<file path="config.mk">
export PLATFORM = sky130hd
export DESIGN_NAME = stable_priority_queue
export DESIGN_NICKNAME = d
export VERILOG_FILES = /design/src/rtl/spq_pkg.sv /design/src/rtl/spq_cell.sv /design/src/rtl/stable_priority_queue.sv
export SDC_FILE = /design/constraint.sdc
export NUM_CORES = 2
export LEC_CHECK = 0
export BUFFER_PORTS_ARGS = -buffer_cell sky130_fd_sc_hd__buf_4
export CAP_MARGIN = 25
export CORE_ASPECT_RATIO = 1.75
export CORE_MARGIN = 2
export CORE_UTILIZATION = 59
export CTS_BUF_LIST = sky130_fd_sc_hd__clkbuf_2
export DETAILED_ROUTE_END_ITERATION = 10
export GPL_ROUTABILITY_DRIVEN = 0
export PLACE_DENSITY = 0.81
export RECOVER_POWER = 100
export SLEW_MARGIN = 20
export SYNTH_ARGS = -nofsm -noshare
export SYNTH_HDL_FRONTEND = slang
export SYNTH_SLANG_ARGS = --single-unit
</file>
<file path="constraint.sdc">
create_clock -name clk -period 18.2 [get_ports clk]
set_input_delay 3.64 -clock clk [delete_from_list [all_inputs] [get_ports clk]]
set_output_delay 3.64 -clock clk [all_outputs]
set_load 0.02 [all_outputs]
</file>
<file path="src/rtl/spq_pkg.sv">
package spq_pkg;

  localparam int DEPTH_DEFAULT = 16;

  localparam int PRIO_W = 8;
  localparam int AGE_W  = 8;
  localparam int ID_W   = 31;
  localparam int STAT_W = 2;
  localparam int OCC_W  = 5;

  localparam logic REQ_INSERT = 1'b0;
  localparam logic REQ_REMOVE = 1'b1;

  localparam logic [STAT_W-1:0] STATUS_OK    = 2'd0;
  localparam logic [STAT_W-1:0] STATUS_EMPTY = 2'd1;
  localparam logic [STAT_W-1:0] STATUS_FULL  = 2'd2;

  typedef struct packed {
    logic              req_type;
    logic [PRIO_W-1:0] priority_req;
    logic [AGE_W-1:0]  patient_age;
    logic [ID_W-1:0]   patient_id;
  } req_t;

  typedef struct packed {
    logic [STAT_W-1:0] status;
    logic [PRIO_W-1:0] out_priority;
    logic [AGE_W-1:0]  out_age;
    logic [ID_W-1:0]   out_id;
    logic [OCC_W-1:0]  occupancy;
  } result_t;

  typedef struct packed {
    logic [PRIO_W-1:0] prio;
    logic [AGE_W-1:0]  age;
    logic [ID_W-1:0]   id;
  } entry_t;

  // broadcast from the top level to every cell
  typedef struct packed {
    logic   ins;
    logic   rem;
    entry_t fresh;
  } cell_ctrl_t;

endpackage

</file>
<file path="src/rtl/spq_cell.sv">
module spq_cell
  import spq_pkg::*;
(
  input  logic       clk,
  input  cell_ctrl_t ctrl,
  input  logic       occupied,
  input  entry_t     left_entry,
  input  logic       left_le,
  input  entry_t     right_entry,
  output entry_t     entry,
  output logic       le
);

  entry_t entry_next;

  // held entry goes ahead of (or ties with) the new one
  assign le = occupied && (entry.prio <= ctrl.fresh.prio);

  always_comb begin
    entry_next = entry;
    if (ctrl.ins) begin
      if (!le) begin
        entry_next = left_le ? ctrl.fresh : left_entry;
      end
    end else if (ctrl.rem) begin
      entry_next = right_entry;
    end
  end

  always_ff @(posedge clk) begin
    entry <= entry_next;
  end

endmodule

</file>
<file path="src/rtl/stable_priority_queue.sv">
// stable_priority_queue: bounded sorted priority queue, smallest priority first.
// A request is taken at a rising edge where start is high and busy is low.
// req.req_type selects insert (0) or remove (1); insert carries priority,
// age and id. Equal priorities leave in arrival order.
// Every transaction produces exactly one result, shown on result for a single
// cycle with done high, in the cycle after the request is taken. result.status
// is ok, empty (remove with nothing held) or full (insert rejected), and
// result.occupancy gives the count after the request, low five bits.
// Throughput is one request per cycle: the row of cells compares every held
// entry against the new one in parallel and shifts in one step, so busy stays
// low outside reset.
// Reset empties the queue and holds busy high until the cycle after release.
// There is no stall on the result side: a result not taken in its cycle is
// gone, and the caller must be ready for it.
module stable_priority_queue
  import spq_pkg::*;
#(
  parameter int QUEUE_DEPTH = DEPTH_DEFAULT
)
(
  input  logic    clk,
  input  logic    rst,
  input  logic    start,
  input  req_t    req,
  output logic    busy,
  output logic    done,
  output result_t result
);

  localparam int CNT_W = $clog2(QUEUE_DEPTH + 1);
  localparam logic [CNT_W-1:0] FULL_CNT = CNT_W'(QUEUE_DEPTH);

  logic [CNT_W-1:0] count;
  logic [CNT_W-1:0] count_next;
  logic             accept;
  logic             is_full;
  logic             is_empty;
  cell_ctrl_t       ctrl;
  result_t          result_next;

  entry_t entries [QUEUE_DEPTH];
  logic   le_vec  [QUEUE_DEPTH];

  assign accept   = start && !busy;
  assign is_full  = (count == FULL_CNT);
  assign is_empty = (count == '0);

  assign ctrl.ins   = accept && (req.req_type == REQ_INSERT) && !is_full;
  assign ctrl.rem   = accept && (req.req_type == REQ_REMOVE) && !is_empty;
  assign ctrl.fresh = '{prio: req.priority_req, age: req.patient_age, id: req.patient_id};

  genvar gi;
  generate
    for (gi = 0; gi < QUEUE_DEPTH; gi++) begin : g_cell
      localparam logic [CNT_W-1:0] IDX = CNT_W'(gi);
      entry_t left_e;
      logic   left_l;
      entry_t right_e;

      if (gi == 0) begin : g_head
        assign left_e = ctrl.fresh;
        assign left_l = 1'b1;
      end else begin : g_body
        assign left_e = entries[gi-1];
        assign left_l = le_vec[gi-1];
      end

      if (gi == QUEUE_DEPTH - 1) begin : g_tail
        assign right_e = entries[gi];
      end else begin : g_inner
        assign right_e = entries[gi+1];
      end

      spq_cell u_cell (
        .clk         (clk),
        .ctrl        (ctrl),
        .occupied    (IDX < count),
        .left_entry  (left_e),
        .left_le     (left_l),
        .right_entry (right_e),
        .entry       (entries[gi]),
        .le          (le_vec[gi])
      );
    end
  endgenerate

  always_comb begin
    count_next = count;
    if (ctrl.ins) begin
      count_next = count + 1'b1;
    end else if (ctrl.rem) begin
      count_next = count - 1'b1;
    end
  end

  always_comb begin
    result_next              = '0;
    result_next.occupancy    = OCC_W'(count_next);
    if (req.req_type == REQ_INSERT) begin
      result_next.status = is_full ? STATUS_FULL : STATUS_OK;
    end else if (is_empty) begin
      result_next.status = STATUS_EMPTY;
    end else begin
      result_next.status       = STATUS_OK;
      result_next.out_priority = entries[0].prio;
      result_next.out_age      = entries[0].age;
      result_next.out_id       = entries[0].id;
    end
  end

  always_ff @(posedge clk) begin
    if (rst) begin
      count <= '0;
      busy  <= 1'b1;
      done  <= 1'b0;
    end else begin
      count <= count_next;
      busy  <= 1'b0;
      done  <= accept;
    end
  end

  always_ff @(posedge clk) begin
    if (accept) begin
      result <= result_next;
    end
  end

  a_done_follows: assert property (@(posedge clk) disable iff (rst)
    accept |=> done)
    else $error("result strobe missing after a taken request");

  a_count_bound: assert property (@(posedge clk) disable iff (rst)
    count <= FULL_CNT)
    else $error("entry count beyond queue depth");

  a_full_holds: assert property (@(posedge clk) disable iff (rst)
    (accept && req.req_type == REQ_INSERT && is_full) |=> (count == $past(count)))
    else $error("rejected insert changed the count");

  a_empty_status: assert property (@(posedge clk) disable iff (rst)
    (done && result.status == STATUS_EMPTY) |-> (result.occupancy == '0))
    else $error("empty status with nonzero occupancy");

endmodule

</file>
* Yosys cells after proc, flatten, opt, wreduce, memory -nomap -nowiden
Index checks and enable logic that the tools add are counted.
** Storage, ports and cells
- Register bits :: 813
- Input bits :: 51
- Output and inout port bits :: 56
- Logic and storage cells :: 217
** Operators by class
- Add/subtract/negate cells :: 2
- Order comparisons :: 32
- Eq/ne operators :: 16
- Muxes and demuxes :: 66
- Bitwise logic cells :: 2
- Reduce and logical (&&, ||, !) cells :: 43
** Operators by type and width (count)
- 47-bit two-way mux :: 60
- 8-bit <= comparator :: 16
- 4-bit by 5-bit < comparator with 1-bit output, first input constant :: 8
- 2-bit AND reduction :: 16
- 2-bit != test, second input constant :: 15
- 1-bit logical AND :: 21
- 3-bit by 5-bit < comparator with 1-bit output, first input constant :: 4
- 1-bit by 5-bit < comparator with 1-bit output, first input constant :: 2
- 2-bit by 5-bit < comparator with 1-bit output, first input constant :: 2
- 5-bit two-way mux :: 2
- 5-bit by 1-bit adder with 5-bit output, second input constant :: 1
- 5-bit equality test, second input constant :: 1
- 5-bit logical NOT :: 1
- 5-bit by 1-bit subtractor with 5-bit output, second input constant :: 1
- 2-bit two-way mux :: 2
- 1-bit logical NOT :: 3
- 1-bit two-way mux :: 2
- 1-bit inverter :: 2
- 2-bit nonzero test :: 1
- 2-bit OR reduction :: 1

* Depth between registers and ports, before layout
- Depth in word-level cells :: 6
- Mapped depth :: 10
- Gate-level depth less buffers :: 7

* Modules after synthesis
A second synthesis with hierarchy kept.
** Second synthesis, totals
- Cells, all modules :: 3995
- Area total of the unflattened synthesis :: 45041.9 sq um
** By module, submodules not included
- spq_cell :: instances 16, cells each 237, area an instance 2648.8 sq um, sequential area each 1411.4 sq um
- stable_priority_queue :: instances 1, cells each 203, area an instance 2661.3 sq um, sequential area each 1761.7 sq um

* Worst setup path after synthesis
No wires, ideal clock.
- Kind :: input port to flip-flop
- Start :: input port req[40] (netlist bit)
- End :: register g_cell[10].u_cell.entry[0] (netlist bit) (enable)
- Setup time :: 517 ps
- Arrival time :: 8893 ps
- Required time :: 17683 ps
- Setup slack :: 8790 ps
- Stages on the path :: 10
- Path buffers :: 3
- Cell sequence :: clkbuf_1 inv_1 ha_1 nor2b_1 o211ai_1 a211oi_1 clkbuf_1 buf_2 nor3_1 o21ai_0
** On the way
- Cells in the longest elaborated chain, start to end :: 4
** Ends and longest elaborated chain
- from (decl) :: line stable_priority_queue.sv:24 : input req_t req,
- 8-bit <= comparator :: line spq_cell.sv:17 : assign le = occupied && (entry.prio <= ctrl.fresh.prio);
- 1-bit logical AND :: line spq_cell.sv:17
- 2-bit != test (no line)
- 2-bit AND reduction (no line)
- to (signal assigned) :: line spq_cell.sv:31 : entry <= entry_next;
- to (decl) :: line spq_cell.sv:10 : output entry_t entry,
No other way between the ends.
A chain may end at the register's enable or synchronous reset.

==> impl_metrics.csv <==
group,metric,value,unit
critical_path,reg2reg_depth,12,
detailed_routing,ant_nets,0,
grt,grt_use_total,31.5,%
final_layout,area_delta_synth_final,4.04,%
floorplan,dieWidth,221,um
final_layout,nets,4887,
power,ir_drop,0.0641,mV
final_layout,mostFrequentLayoutCells,"edfxtp_1, nand4_1, nor2_1",
timing,timing.final.crit_share,63.6,%
critical_path,rr_startpoint,"count[1]",
clocking,cts_setup_buffers,0,
flow_run,cap_viol_max_count,47,
outcome,status,"finished with violations",
clocking,ctsResizeCount,0,
placement,dp_hpwl,93.7,mm
hold_path,hold_depth,2,
outcome,violations,"capacitance limit, slew limit",
grt,antenna_found_initial,5,
critical_path,critPathCaptureType,"register",
synthesis,ys_seq_area_share,50.2,%
critical_path,crit_fanout,237,
synthesis,synth.ff_latch_count,813,
timing,slew_viol_final,2220,
clocking,cts_sinks,813,
clocking,cts_buffers,179,
grt,grt_pass1_vias,41800,
final_layout,drive_above_1_share,10.0,%
synthesis,synth_ff_type,"edfxtp_1",
timing,setup_ws,6.62,ns
synthesis,synth_area,0.0485,sq mm
floorplan,core_area,0.0817,sq mm
clocking,clk_latency,1.43,ns
hold_path,whs_endpoint,"g_cell[6].u_cell.entry[13]",
placement,io_buffers,106,
clocking,clkTransAtPathRegs,0.11,ns
placement,place_ws,10.20,ns
timing,rsz0062_at_grt,"false",
clocking,cts_root_buf,"clkbuf_2",
synthesis,yosysWarnings,0,
detailed_routing,drt_iter0_drc,4777,
critical_path,reg2reg_to,"g_cell[6].u_cell.entry[21]",
timing,tightest_slew,4.01,ns
detailed_routing,dr_total_vias,43100,
critical_path,critPathRequiredTime,19.44,ns
timing,finalSetupViolations,0,
floorplan,ioPinCount,107,
synthesis,avgSynthCellArea,9.66,sq um
critical_path,critPathKind,"primary input to register",
critical_path,worstPathArrival,12.83,ns
detailed_routing,drc,0,
synthesis,syn-num-nets,5200,
floorplan,fp.dieH,383,um
synthesis,synth_edf_count,806,
clocking,postCtsHoldBufs,0,
synthesis,yosysUniqueCellTypes,51,
timing,tns,0,ns
power,p_leak,0.0158,uW
power,powerDensity,82.1,mW/mm^2
timing,slew_headroom,-167,%
synthesis,async_flop_share,0,%
timing,final_hold_viol_count,0,
timing,max_freq,86.3,MHz
synthesis,synth_cells,5017,
clocking,htree_levels,4,
detailed_routing,dr.pass1.iters,8,
final_layout,layout_commonest_cell,"edfxtp_1",
grt,grt_max_degree,267,
floorplan,rows,139,
hold_path,worstHoldStart,"g_cell[7].u_cell.entry[13]",
clocking,cts_tree,"done",
grt,overflow,0,
detailed_routing,viasPerCell,7.29,
floorplan,dieArea,0.0846,sq mm
clocking,clk_path_buf_depth,3,
critical_path,crit_path_start_kind,"primary input",
grt,grt_first_pass_wirelength,218,mm
floorplan,initial_core_util,59.3,%
timing,final.min_clock_period,11.58,ns
detailed_routing,routedWlPerCell,23.1,um
detailed_routing,routed_wl,136,mm
critical_path,r2r_setup_slack,8.13,ns
hold_path,hp-class,"register to register",
timing,fin_worst_skew,0.0900,ns
-- per-layer routing --
layer  global-route usage [%]  vias up  share of wire, %
met3                     5.33      489               8.4
met5                        0        -                 0
met2                     55.3     2757                52
met1                     37.2    20400                36
li1                         -    19400                 -
met4                     15.1        0               3.8
-- through the flow --
| step | cells | util, % | total power, uW | hold slack [ns] | area [sq um] |
|---|---|---|---|---|---|
| 2_1_floorplan | 5017 | - | 2800 | 0.517 | 48500 |
| 3_3_place_gp | 5573 | 60.2 | 2980 | 0.545 | 49200 |
| 3_5_place_dp | 5577 | 60.3 | 3010 | 0.534 | 49300 |
| 4_1_cts | 5895 | 62.3 | 4140 | 0.565 | 50900 |
| 5_1_grt | 5904 | 61.7 | 4300 | 0.597 | 50400 |
| 6_report | 5906 | 61.7 | 4140 | 0.577 | 50400 |
-- state kept, by name, indices dropped and copies added (netlist names) --
register,cells
busy,1
done,1
count,5
g_cell.u_cell.entry,752
result,54
-- final cells by class --
class	instances	area, sq um
multi-input combinational	3451	21600
clock inverter	52	241
fill	6665	31300
clock buffer	266	1330
tap	1057	1320
sequential	813	24300
antenna	8	20.0
timing repair buffer	229	1450
inverter	30	113
-- synthesized netlist by cell type (14+ instances only) --
cell type	instances	area [sq um]
a21oi_1	99	495
edfxtp_1	806	24200
inv_1	30	113
nand4_1	689	4310
o22ai_1	48	300
o31ai_1	612	4590
clkbuf_1	377	1420
buf_1	108	405
and3_1	95	594
a211oi_1	15	113
nand2_1	244	916
nor2_1	632	2370
a31oi_1	613	3830
o2111ai_1	47	412
nor3_1	14	70.1
nand3_1	49	245
o21ai_0	56	280
nor2b_1	36	225
ha_1	132	1650
buf_2	228	1140
o211ai_1	16	120
-- critical path, cell delays in order --
cell and delay (ns):
clkbuf_1 0.78, nor3_4 0.40, buf_4 0.70, clkbuf_1 2.37, buf_12 0.71, clkbuf_1 0.89
clkbuf_1 2.52, and3_1 0.41, a21oi_1 0.06, nand3_1 0.21
-- worst max-delay path by stage --
stage	slack, ns	cells past startpoint	end	start
6_report	6.62	10	g_cell[6].u_cell.entry[21]	req[47]
5_1_grt	6.04	10	g_cell[6].u_cell.entry[21]	req[47]
4_1_cts	11.73	9	g_cell[6].u_cell.entry[15]	req[47]
3_5_place_dp	10.20	9	g_cell[6].u_cell.entry[14]	req[47]
3_3_place_gp	10.27	9	g_cell[6].u_cell.entry[15]	req[47]
2_1_floorplan	8.79	10	g_cell[10].u_cell.entry[0]	req[40]
-- report_power, final --
part           total, uW  switching [uW]  internal [uW]
clock network       1150             750            403
logic                729             534            195
registers           2260            60.4           2200
-- kinds of logic after synthesis --
logic type	share of synthesized area, %
flip-flops	50.2
AO/OA/AOI/OAI	21.4
adder cells (fa/ha/maj)	3.41
AND/OR/NAND/NOR	18.4
buffers and inverters	6.50
XOR/XNOR	0.0723
multiplexers	0.0232
(Power assumes the default switching activity.)
